===== src/hw/rtl/fpgs_pkg.sv =====
`default_nettype none

package fpgs_pkg;

    localparam int CNT_W = 9;

    localparam logic [1:0] OP_WRITE = 2'd0;
    localparam logic [1:0] OP_RUN   = 2'd1;
    localparam logic [1:0] OP_READ  = 2'd2;

    localparam logic [1:0] REG_GRID_WIDTH  = 2'd0;
    localparam logic [1:0] REG_GRID_HEIGHT = 2'd1;
    localparam logic [1:0] REG_PASS_COUNT  = 2'd2;

    // floor(n/5) == (n * DIV5_MULT) >> DIV5_SHIFT for n < 2**18
    localparam logic [15:0] DIV5_MULT  = 16'd52429;
    localparam int          DIV5_SHIFT = 18;

    typedef struct packed {
        logic             acc;
        logic             grid_rd;
        logic             lb_rd;
        logic             cell_wr;
        logic [CNT_W-1:0] row;
        logic [CNT_W-1:0] col;
        logic             cap_left;
        logic             cap_mid;
        logic             cap_right;
        logic             cap_down;
        logic             sum_en;
        logic             up_sel_grid;
        logic             mul_en;
        logic             resp_load;
    } t_dp_cmd;

    typedef struct packed {
        logic out_free;
    } t_dp_sts;

endpackage

`default_nettype wire


===== src/hw/rtl/fpgs_ctrl.sv =====
`default_nettype none

module fpgs_ctrl (
    input  wire logic                         i_clk,
    input  wire logic                         i_rst_n,
    input  wire logic                         i_in_valid,
    output logic                              o_in_stall,
    input  wire logic [1:0]                   i_opcode,
    input  wire logic [fpgs_pkg::CNT_W-1:0]   i_eff_w,
    input  wire logic [fpgs_pkg::CNT_W-1:0]   i_eff_h,
    input  wire logic [7:0]                   i_pass_count,
    input  wire fpgs_pkg::t_dp_sts            i_sts,
    output fpgs_pkg::t_dp_cmd                 o_cmd
);

    localparam logic [3:0] S_IDLE  = 4'd0;
    localparam logic [3:0] S_RESP  = 4'd1;
    localparam logic [3:0] S_LD_L  = 4'd2;
    localparam logic [3:0] S_LD_M  = 4'd3;
    localparam logic [3:0] S_CAP_M = 4'd4;
    localparam logic [3:0] S_RD_R  = 4'd5;
    localparam logic [3:0] S_RD_D  = 4'd6;
    localparam logic [3:0] S_RD_U  = 4'd7;
    localparam logic [3:0] S_SUM   = 4'd8;
    localparam logic [3:0] S_MUL   = 4'd9;
    localparam logic [3:0] S_WR    = 4'd10;

    logic [3:0]                 r_state, n_state;
    logic [fpgs_pkg::CNT_W-1:0] r_row, n_row;
    logic [fpgs_pkg::CNT_W-1:0] r_col, n_col;
    logic [7:0]                 r_pass, n_pass;
    logic                       can_take;
    logic                       accept;
    logic                       skip_run;
    logic                       col_last;
    logic                       row_last;
    logic                       pass_last;

    assign can_take   = (r_state == S_IDLE) || ((r_state == S_RESP) && i_sts.out_free);
    assign o_in_stall = !can_take;
    assign accept     = i_in_valid && can_take;
    assign skip_run   = (i_pass_count == 8'd0) || (i_eff_w < 9'd3) || (i_eff_h < 9'd3);
    assign col_last   = (r_col == i_eff_w - 9'd2);
    assign row_last   = (r_row == i_eff_h - 9'd2);
    assign pass_last  = (r_pass == i_pass_count - 8'd1);

    always_comb begin
        n_state = r_state;
        n_row   = r_row;
        n_col   = r_col;
        n_pass  = r_pass;
        o_cmd   = '0;
        o_cmd.acc = accept;
        o_cmd.row = r_row;
        o_cmd.col = r_col;
        unique case (r_state) inside
            S_IDLE, S_RESP: begin
                o_cmd.resp_load = (r_state == S_RESP) && i_sts.out_free;
                if (accept) begin
                    if ((i_opcode == fpgs_pkg::OP_RUN) && !skip_run) begin
                        n_state = S_LD_L;
                        n_row   = 9'd1;
                        n_col   = 9'd1;
                        n_pass  = 8'd0;
                    end else begin
                        n_state = S_RESP;
                    end
                end else if ((r_state == S_RESP) && i_sts.out_free) begin
                    n_state = S_IDLE;
                end
            end
            S_LD_L: begin
                o_cmd.grid_rd = 1'b1;
                o_cmd.col     = 9'd0;
                n_state       = S_LD_M;
            end
            S_LD_M: begin
                o_cmd.cap_left = 1'b1;
                o_cmd.grid_rd  = 1'b1;
                o_cmd.col      = 9'd1;
                n_state        = S_CAP_M;
            end
            S_CAP_M: begin
                o_cmd.cap_mid = 1'b1;
                n_state       = S_RD_R;
            end
            S_RD_R: begin
                o_cmd.grid_rd = 1'b1;
                o_cmd.col     = r_col + 9'd1;
                n_state       = S_RD_D;
            end
            S_RD_D: begin
                o_cmd.cap_right = 1'b1;
                o_cmd.grid_rd   = 1'b1;
                o_cmd.lb_rd     = 1'b1;
                o_cmd.row       = r_row + 9'd1;
                n_state         = S_RD_U;
            end
            S_RD_U: begin
                o_cmd.cap_down = 1'b1;
                o_cmd.grid_rd  = 1'b1;
                o_cmd.row      = r_row - 9'd1;
                n_state        = S_SUM;
            end
            S_SUM: begin
                o_cmd.sum_en      = 1'b1;
                o_cmd.up_sel_grid = (r_row == 9'd1);
                n_state           = S_MUL;
            end
            S_MUL: begin
                o_cmd.mul_en = 1'b1;
                n_state      = S_WR;
            end
            S_WR: begin
                o_cmd.cell_wr = 1'b1;
                if (!col_last) begin
                    n_col   = r_col + 9'd1;
                    n_state = S_RD_R;
                end else begin
                    n_col = 9'd1;
                    if (!row_last) begin
                        n_row   = r_row + 9'd1;
                        n_state = S_LD_L;
                    end else if (!pass_last) begin
                        n_row   = 9'd1;
                        n_pass  = r_pass + 8'd1;
                        n_state = S_LD_L;
                    end else begin
                        n_state = S_RESP;
                    end
                end
            end
            default: begin
                n_state = S_IDLE;
            end
        endcase
    end

    always_ff @(posedge i_clk) begin
        if (!i_rst_n) begin
            r_state <= S_IDLE;
            r_row   <= '0;
            r_col   <= '0;
            r_pass  <= '0;
        end else begin
            r_state <= n_state;
            r_row   <= n_row;
            r_col   <= n_col;
            r_pass  <= n_pass;
        end
    end

endmodule

`default_nettype wire


===== config.mk =====
export PLATFORM = sky130hd
export DESIGN_NAME = fpgs_ctrl
export DESIGN_NICKNAME = d
export VERILOG_FILES = /design/src/hw/rtl/fpgs_pkg.sv /design/src/hw/rtl/fpgs_ctrl.sv
export SDC_FILE = /design/constraint.sdc
export NUM_CORES = 1
export LEC_CHECK = 0
export BUFFER_PORTS_ARGS = -buffer_cell sky130_fd_sc_hd__buf_2
export CAP_MARGIN = 10
export CORE_MARGIN = 1.5
export CORE_UTILIZATION = 62
export CTS_BUF_LIST = sky130_fd_sc_hd__clkbuf_8
export CTS_CLUSTER_DIAMETER = 120
export DETAILED_ROUTE_END_ITERATION = 16
export PLACE_DENSITY_LB_ADDON = 0.1
export SKIP_LAST_GASP = 1
export SLEW_MARGIN = 20
export SYNTH_ARGS = -nofsm -noshare
export SYNTH_HDL_FRONTEND = slang
export SYNTH_SLANG_ARGS = --single-unit

===== constraint.sdc =====
create_clock -name i_clk -period 3.5 [get_ports i_clk]
set_input_delay 0.35 -clock i_clk [delete_from_list [all_inputs] [get_ports i_clk]]
set_output_delay 0.35 -clock i_clk [all_outputs]
set_load 0.01 [all_outputs]

# --- Word level (Yosys, flattened, before mapping) ---
# Cells that the tools add are included.
# Widths: inputs -> output; s select.
totals:
  memories: 0
  input_bits: 32
  output_inout_bits: 31
  ramBits: 0
  regBits: 30
  word_cells: 83
  mem_bits_ro: 0
  latch_bits: 0
op_classes:
  shifts: 0
  addsub: 7
  reduce_logical: 16
  n_div: 0
  n_eq_ne: 22
  n_lt_le_gt_ge: 2
  n_mux: 32
  multipliers: 0
  bitwise: 0
op_table:
  columns: ["op", "count"]
  rows:
  - ["$mux 9", 6]
  - ["$pmux 9 s2", 3]
  - ["$mux 8", 5]
  - ["$pmux 4 s10", 1]
  - ["$pmux 9 s3", 1]
  - ["$add 9x1->9 const B", 2]
  - ["$eq 9x9->1", 2]
  - ["$lt 9x2->1 const B", 2]
  - ["$sub 9x2->9 const B", 2]
  - ["$eq 4x3->1 const B", 4]
  - ["$pmux 8 s2", 1]
  - ["$eq 4x4->1 const B", 3]
  - ["$ne 2x2->1 const B", 5]
  - ["$eq 9x1->1 const B", 1]
  - ["$sub 9x1->9 const B", 1]
  - ["$add 8x1->8 const B", 1]
  - ["$eq 4x2->1 const B", 2]
  - ["$eq 8x8->1", 1]
  - ["$logic_not 8->1", 1]
  - ["$mux 1", 8]
  - ["$mux 2", 4]
  - ["$mux 4", 2]
  - ["$sub 8x1->8 const B", 1]
  - ["$ne 3x3->1 const B", 2]
  - ["13 further kinds", 18]

# --- Logic depth before layout (Yosys ltp) ---
# Gate-level depths: netlist of run 1.
logic_depth:
  ltp_word: 8
  ltp_mapped: 10
  depth_no_buf: 9

# --- Least setup slack after synthesis of run 1 ---
# OpenSTA, ideal clock, no wires.
synth_path:
  kind: "input-to-reg"
  from: "input i_eff_h[1] (netlist name)"
  to: "register r_pass[0]"
  required_time_ps: 3433
  path_buffers: 1
  slack_ps: 1218
  stages: 10
  setup_ps: 67
  t_arrival_ps: 2214
  cell_sequence: "inv_1 -> ha_1 -> xnor2_1 -> nor3_2 -> nand4b_4 -> nor4_4 -> nand4b_4 -> buf_6 -> or2_1 -> a21oi_2"
synth_via:
  elab_chain_len: 6
  elab_cells_between_ends: 9
  classes_between: "add/sub: 1; order compare: 1; eq/ne: 3; reduce/logical: 4"
synth_rtl:
  columns: ["element", "line", "source"]
  rows:
  - ["start: declaration", "fpgs_ctrl.sv:10", "input wire logic [fpgs_pkg::CNT_W-1:0] i_eff_h,"]
  - ["branches (longest 5 deep; another with $sub 9x2->9)", null, null]
  - ["$reduce_and 6->1 (no line) *", null, null]
  - ["end signal: assignment", "fpgs_ctrl.sv:149", "r_pass <= n_pass;"]
  - ["end: declaration", "fpgs_ctrl.sv:31", "logic [7:0] r_pass, n_pass;"]
# Every way passes the cells marked *.
# A chain may end at the register's enable or synchronous reset.

==> flow_summary.json, run 1 <==
{
  "timing_worst_setup_path_type": "flop to output port",
  "crit_chain": "nor2b_1 -> nand2_1 -> a21oi_1 -> o21ai_0 -> nand2_1 -> o21ai_0 -> buf_2",
  "r2r_start": "r_col[6]",
  "clock_power_share": 0.318,
  "final_cell_mix": "buf_2 (62), nand2_1 (47), nor2_1 (36)",
  "use_met2": 0.442,
  "finalClockSkew_ns": 0.00283,
  "yosysUniqueCellTypes": 65,
  "dieArea_mm2": 0.00556,
  "hp-start": "i_rst_n",
  "p_per_area_mw_per_mm2": 251,
  "synth_area_mm2": 0.00317,
  "cp_slowest_cell": "dfxtp_1",
  "grt_pass1_wl_mm": 12.4,
  "nets": 524,
  "layout_commonest_cell": "buf_2",
  "r2r_end": "r_pass[4]",
  "reg2regPathDepth": 7,
  "relSlewSlack": 0.592,
  "clock_path_buffers": 2,
  "htreeDepth": 2,
  "max_freq_mhz": 373,
  "seqCellArea_um2": 601,
  "worstHoldPathType": "input pin to flop",
  "worstSetupStartpoint": "r_state[0]",
  "crit_path_start_kind": "flop",
  "synth_flop_cell": "dfxtp_1",
  "synth_nets": 481,
  "cts_resized": 0,
  "port_buffers": 62,
  "cap_violations": 0,
  "drt_first_pass_iters": 4,
  "final-max-slew-violation-count": 0,
  "clk_pin_slew_ns": 0.06,
  "cts-root-buf": "clkbuf_8",
  "cp.required_ns": 3.15,
  "grt_overflow_total": 0,
  "worst_path_largest_cell_delay_ns": 0.61,
  "fill_cells": 417,
  "whs_ns": 0.437,
  "cts.sinks": 30,
  "crit_path_end": "o_cmd[10]",
  "start_util": 0.659,
  "gp_congestion": 0.892,
  "grt_use_met1": 0.409,
  "coreArea_mm2": 0.00482,
  "internal_power_mw": 0.601,
  "finalCritPeriodShare": 0.765,
  "rrSetupSlack_ns": 1.05,
  "cts_inserted_buffers": 5,
  "yosysSeqAreaShare": 0.189,
  "diodes": 0,
  "drive_gt1_frac": 0.191,
  "synthDominantCellAreaShare": 0.189,
  "avgViaCountPerCell": 5.94,
  "multi_input_area_mm2": 0.00235,
  "cp_max_fo": 14,
  "combPwrFrac": 0.263,
  "num_vias": 3259,
  "crit_arrival_ns": 2.33,
  "wl_mm": 7.65,
  "cts_tree": "built",
  "wl_per_cell_um": 13.9,
  "clk_latency_ns": 0.28,
  "dp_hpwl_mm": 5.83,
  "antenna_found_initial": 0,
  "grt_setup_unrepaired": "false",
  "pwr-share-seq": 0.419,
  "cts_hold_buffers": 0,
  "setup_viol": 0,
  "worst_pin_slew_ns": 0.607,
  "finalCriticalPeriod_ns": 2.68,
  "std_cell_rows": 25,
  "yosys-top-cells-area": "dfxtp_1 (19%), xnor2_1 (6.9%), nand2_1 (5.6%), xor2_1 (5.0%), nand3_1 (4.4%)",
  "dp_slack_ns": 0.776,
  "fin_setup_tns_ns": 0,
  "ys_async_sr_fraction": 0,
  "gr-usage-all-layers": 0.283,
  "final_core_util": 0.734,
  "die_x_um": 74.6,
  "finalHoldViolations": 0,
  "grt_max_degree": 18,
  "outcome": "finished clean",
  "leakage_nw": 1.58,
  "synth-seq-cells": 30,
  "io_pins": 63,
  "crit_path_end_kind": "output port",
  "drt-initial-drc-count": 172,
  "peakVddDrop_mv": 0.245,
  "grt_pass1_vias": 2676,
  "area_growth_pct": 11.4,
  "post_cts_buffers": 0,
  "busiest_layer": "met2",
  "switching_power_mw": 0.285,
  "postSynthCellCount": 438,
  "final_antenna_net_count": 0,
  "ys_warn_count": 0,
  "die_height_um": 74.6,
  "synth_edf_count": 0,
  "drc": 0,
  "yosysTopAreaCell": "dfxtp_1",
  "hold_depth": 2,
  "synth_area_per_cell_um2": 7.25,
  "swShare": 0.322,
  "gr-usage-met3": 0.0434,
  "fin_ws_ns": 0.822
}
==> power groups by stage <==
| stage | clock network (mW) | registers, mW | logic, mW |
|---|---|---|---|
| after floorplan | 0 | 0.364 | 0.172 |
| after global routing | 0.305 | 0.373 | 0.260 |
| after CTS | 0.291 | 0.370 | 0.232 |
| final | 0.282 | 0.371 | 0.233 |
| after detailed placement | 0 | 0.378 | 0.231 |
| after global placement | 0 | 0.378 | 0.227 |
==> worst max-delay path: cells and delay by family (launching register included) <==
family                 cells  cell delay (ns)
DFF                        1             0.61
buffers and inverters      1             0.16
and+or+nand+nor            3             0.51
AOI/OAI and AO/OA          3             0.76
==> routing by layer <==
layer | up-vias | share of wire
met2 | 126 | 0.45
met4 | 0 | 0.010
met3 | 8 | 0.064
met5 | - | 0
li1 | 1651 | -
met1 | 1474 | 0.48
==> flip-flops by register name (all words and copies together), names as in the netlist <==
signal / cells
r_state: 4
r_col: 9
r_row: 9
r_pass: 8
==> through the flow <==
step | cell area [µm²] | std cells | total power [mW]
floorplan | 3170 | 438 | 0.536
global placement | 3440 | 541 | 0.605
detailed placement | 3440 | 541 | 0.609
CTS | 3530 | 549 | 0.893
global route | 3530 | 549 | 0.938
finish | 3530 | 549 | 0.887
==> cell type report <==
class	count	area share
Sequential cell	30	0.170
Timing Repair Buffer	64	0.0920
Clock inverter	2	0.00248
Inverter	21	0.0223
Tap cell	67	0.0237
Multi-Input combinational cell	359	0.666
Clock buffer	6	0.0234
==> cells by family (layout without fill, tap and decap cells) <==
logic type      count (synthesis)  count (layout)  share of synthesized area
compound gates                103             103                      0.223
xor+xnor                       45              45                      0.132
fa+ha+maj                      11              11                     0.0434
buf+inv                        49              93                     0.0690
flops                          30              30                      0.189
mux                             1               1                    0.00315
simple gates                  199             199                      0.339
==> worst min path at each step <==
stage	to	slack (ns)
after CTS	r_state[3]	0.42
after global placement	r_pass[7]	0.50
after detailed placement	r_pass[7]	0.52
after global routing	r_state[3]	0.44
after floorplan	r_pass[4]	0.49
final	r_state[3]	0.44
==> synthesized netlist by cell type (all sizes together), types with 7 or more instances <==
cell     instances
buf              9
o2111ai          7
o21ai           22
nand2           47
and3            11
ha              11
nand3           28
xnor2           27
nor4            10
or2              8
nor2            37
clkbuf          19
a21oi           25
nand2b          12
nor2b            7
nor3            18
xor2            18
dfxtp           30
a31oi            8
inv             21
Note: power is estimated with default switching activity, not from simulation.
==> run 2: changes to the inputs <==
--- a/config.mk
+++ b/config.mk
@@ -8,7 +8,7 @@
 export BUFFER_PORTS_ARGS = -buffer_cell sky130_fd_sc_hd__buf_2
 export CAP_MARGIN = 10
 export CORE_MARGIN = 1.5
-export CORE_UTILIZATION = 62
+export CORE_UTILIZATION = 52
 export CTS_BUF_LIST = sky130_fd_sc_hd__clkbuf_8
 export CTS_CLUSTER_DIAMETER = 120
 export DETAILED_ROUTE_END_ITERATION = 16
==> constraint.sdc (replaced) <==
create_clock -name i_clk -period 2.4 [get_ports i_clk]
set_input_delay 0.24 -clock i_clk [delete_from_list [all_inputs] [get_ports i_clk]]
set_output_delay 0.24 -clock i_clk [all_outputs]
set_load 0.01 [all_outputs]
==> run 2 against run 1 <==
  * Combinational power rose by 72%
  * Largest power group unchanged
  * Highest routed layer unchanged
  * Clock skew rose by 0.0041 ns
  * Core utilization fell by 8.8 points
  * Sequential power rose by 40%
==> flow_summary.json, run 2 (same netlist as run 1, synthesis figures left out) <==
{
  "cap_violations": 0,
  "crit_chain": "buf_4 -> ha_2 -> and3_1 -> nand3_2 -> inv_1 -> nand3_1 -> o21ai_1 -> nand2_1 -> xnor2_1 -> buf_2",
  "cts_hold_buffers": 0,
  "clock_path_buffers": 2,
  "coreArea_mm2": 0.00592,
  "port_buffers": 62,
  "avgViaCountPerCell": 5.80,
  "drt-initial-drc-count": 126,
  "top_regs": "r_col: 9 flops, r_row: 9 flops, r_pass: 8 flops",
  "cts_inserted_buffers": 5,
  "worstHoldPathType": "input pin to flop",
  "drt_first_pass_iters": 4,
  "start_util": 0.536,
  "grt_pass1_vias": 3009,
  "p_per_area_mw_per_mm2": 353,
  "crit_path_end_kind": "output port",
  "finalCritPeriodShare": 0.935,
  "drc": 0,
  "cts_resized": 0,
  "area_growth_pct": 20.4,
  "clk_pin_slew_ns": 0.07,
  "relSlewSlack": 0.652,
  "cts-root-buf": "clkbuf_8",
  "std_cell_rows": 28,
  "drive_gt1_frac": 0.260,
  "fill_cells": 534,
  "gp_congestion": 0.832,
  "die_x_um": 81.1,
  "final_antenna_net_count": 0,
  "cp_slowest_cell": "dfxtp_1",
  "design_power_total_mw": 1.35,
  "dp_hpwl_mm": 6.54,
  "cts.sinks": 30,
  "max_freq_mhz": 445,
  "finalHoldViolations": 0,
  "outcome": "finished clean",
  "finalClockSkew_ns": 0.00694,
  "finalCriticalPeriod_ns": 2.24,
  "cp_max_fo": 7,
  "final-max-slew-violation-count": 0,
  "peakVddDrop_mv": 0.231,
  "dieArea_mm2": 0.00658,
  "grt_overflow_total": 0,
  "worst_pin_slew_ns": 0.509,
  "nets": 557,
  "io_pins": 63,
  "cts_tree": "built",
  "timing_worst_setup_path_type": "flop to output port",
  "grt_pass1_wl_mm": 13.5,
  "clk_latency_ns": 0.29,
  "crit_path_start_kind": "flop",
  "htreeDepth": 2,
  "stdcell_area_mm2": 0.00382,
  "grt_setup_unrepaired": "true",
  "critPathBufInv": 3,
  "diodes": 0,
  "post_cts_buffers": 0,
  "cp_top_family": "simple AND/OR/NAND/NOR gates",
  "layout_commonest_cell": "buf_2",
  "grt_max_degree": 18,
  "dpl-instance-area_mm2": 0.00370,
  "dp_slack_ns": -0.133,
  "gr-usage-all-layers": 0.261,
  "final_cell_mix": "buf_2 (62), nand2_1 (46), nor2_1 (36)",
  "wl_mm": 8.34,
  "cp.required_ns": 2.16,
  "die_height_um": 81.1,
  "leakage_nw": 1.74,
  "crit_arrival_ns": 2.00,
  "antenna_found_initial": 0,
  "num_vias": 3423,
  "setup_viol": 0,
  "worst_path_largest_cell_delay_ns": 0.34,
  "wl_per_cell_um": 14.1,
  "rrSetupSlack_ns": 0.18,
  "fin_ws_ns": 0.155
}
-- run 2: cell types whose count changed in the layout (fill, tap and decap cells not counted), sizes merged --
cell | before | now
buf | 64 | 97
clkinvlp | 0 | 1
inv | 22 | 21
-- run 2: area by class of cell --
class | instances | area, µm² | area share
Timing Repair Buffer | 97 | 573 | 0.150
Multi-Input combinational cell | 359 | 2380 | 0.622
Clock inverter | 2 | 12.5 | 0.00327
Clock buffer | 6 | 82.6 | 0.0216
Tap cell | 75 | 93.8 | 0.0246
Inverter | 21 | 78.8 | 0.0206
Sequential cell | 30 | 604 | 0.158
-- run 2: through the flow --
stage | utilization | instances | setup TNS [ns] | hold WS (ns)
6_report | 0.645 | 590 | 0 | 0.316
5_1_grt | 0.645 | 590 | -0.0630 | 0.321
4_1_cts | 0.641 | 590 | 0 | 0.307
3_5_place_dp | 0.625 | 582 | -0.782 | 0.509
3_3_place_gp | 0.625 | 582 | -0.342 | 0.502
2_1_floorplan | - | 438 | 0 | 0.401
-- run 2: final timing paths --
path         startpoint          to  depth (start not counted)
max            r_row[0]   o_cmd[25]                         10
min             i_rst_n  r_state[3]                          2
max reg2reg    r_row[4]   r_pass[4]                          7
min reg2reg   r_pass[7]   r_pass[7]                          2
-- run 2: worst register-to-register path: cells and delay by family (launching register included) --
| family | cells | cell delay, ns |
|---|---|---|
| AND/OR/NAND/NOR | 3 | 0.84 |
| AO/OA/AOI/OAI | 2 | 0.53 |
| XOR/XNOR | 2 | 0.41 |
| flip-flops | 1 | 0.37 |
-- run 2: per-layer routing --
| layer | up-vias | GRT usage | routed length (µm) |
|---|---|---|---|
| met4 | 0 | 0.0707 | 116 |
| met5 | - | 0 | 0 |
| met1 | 1605 | 0.358 | 3920 |
| met2 | 82 | 0.431 | 3960 |
| met3 | 13 | 0.0315 | 342 |
| li1 | 1723 | - | - |
-- run 2: power breakdown --
group          internal, mW  leakage, nW  switching [mW]
clock                 0.230       0.0472           0.200
sequential            0.508        0.244          0.0117
combinational         0.165         1.45           0.235
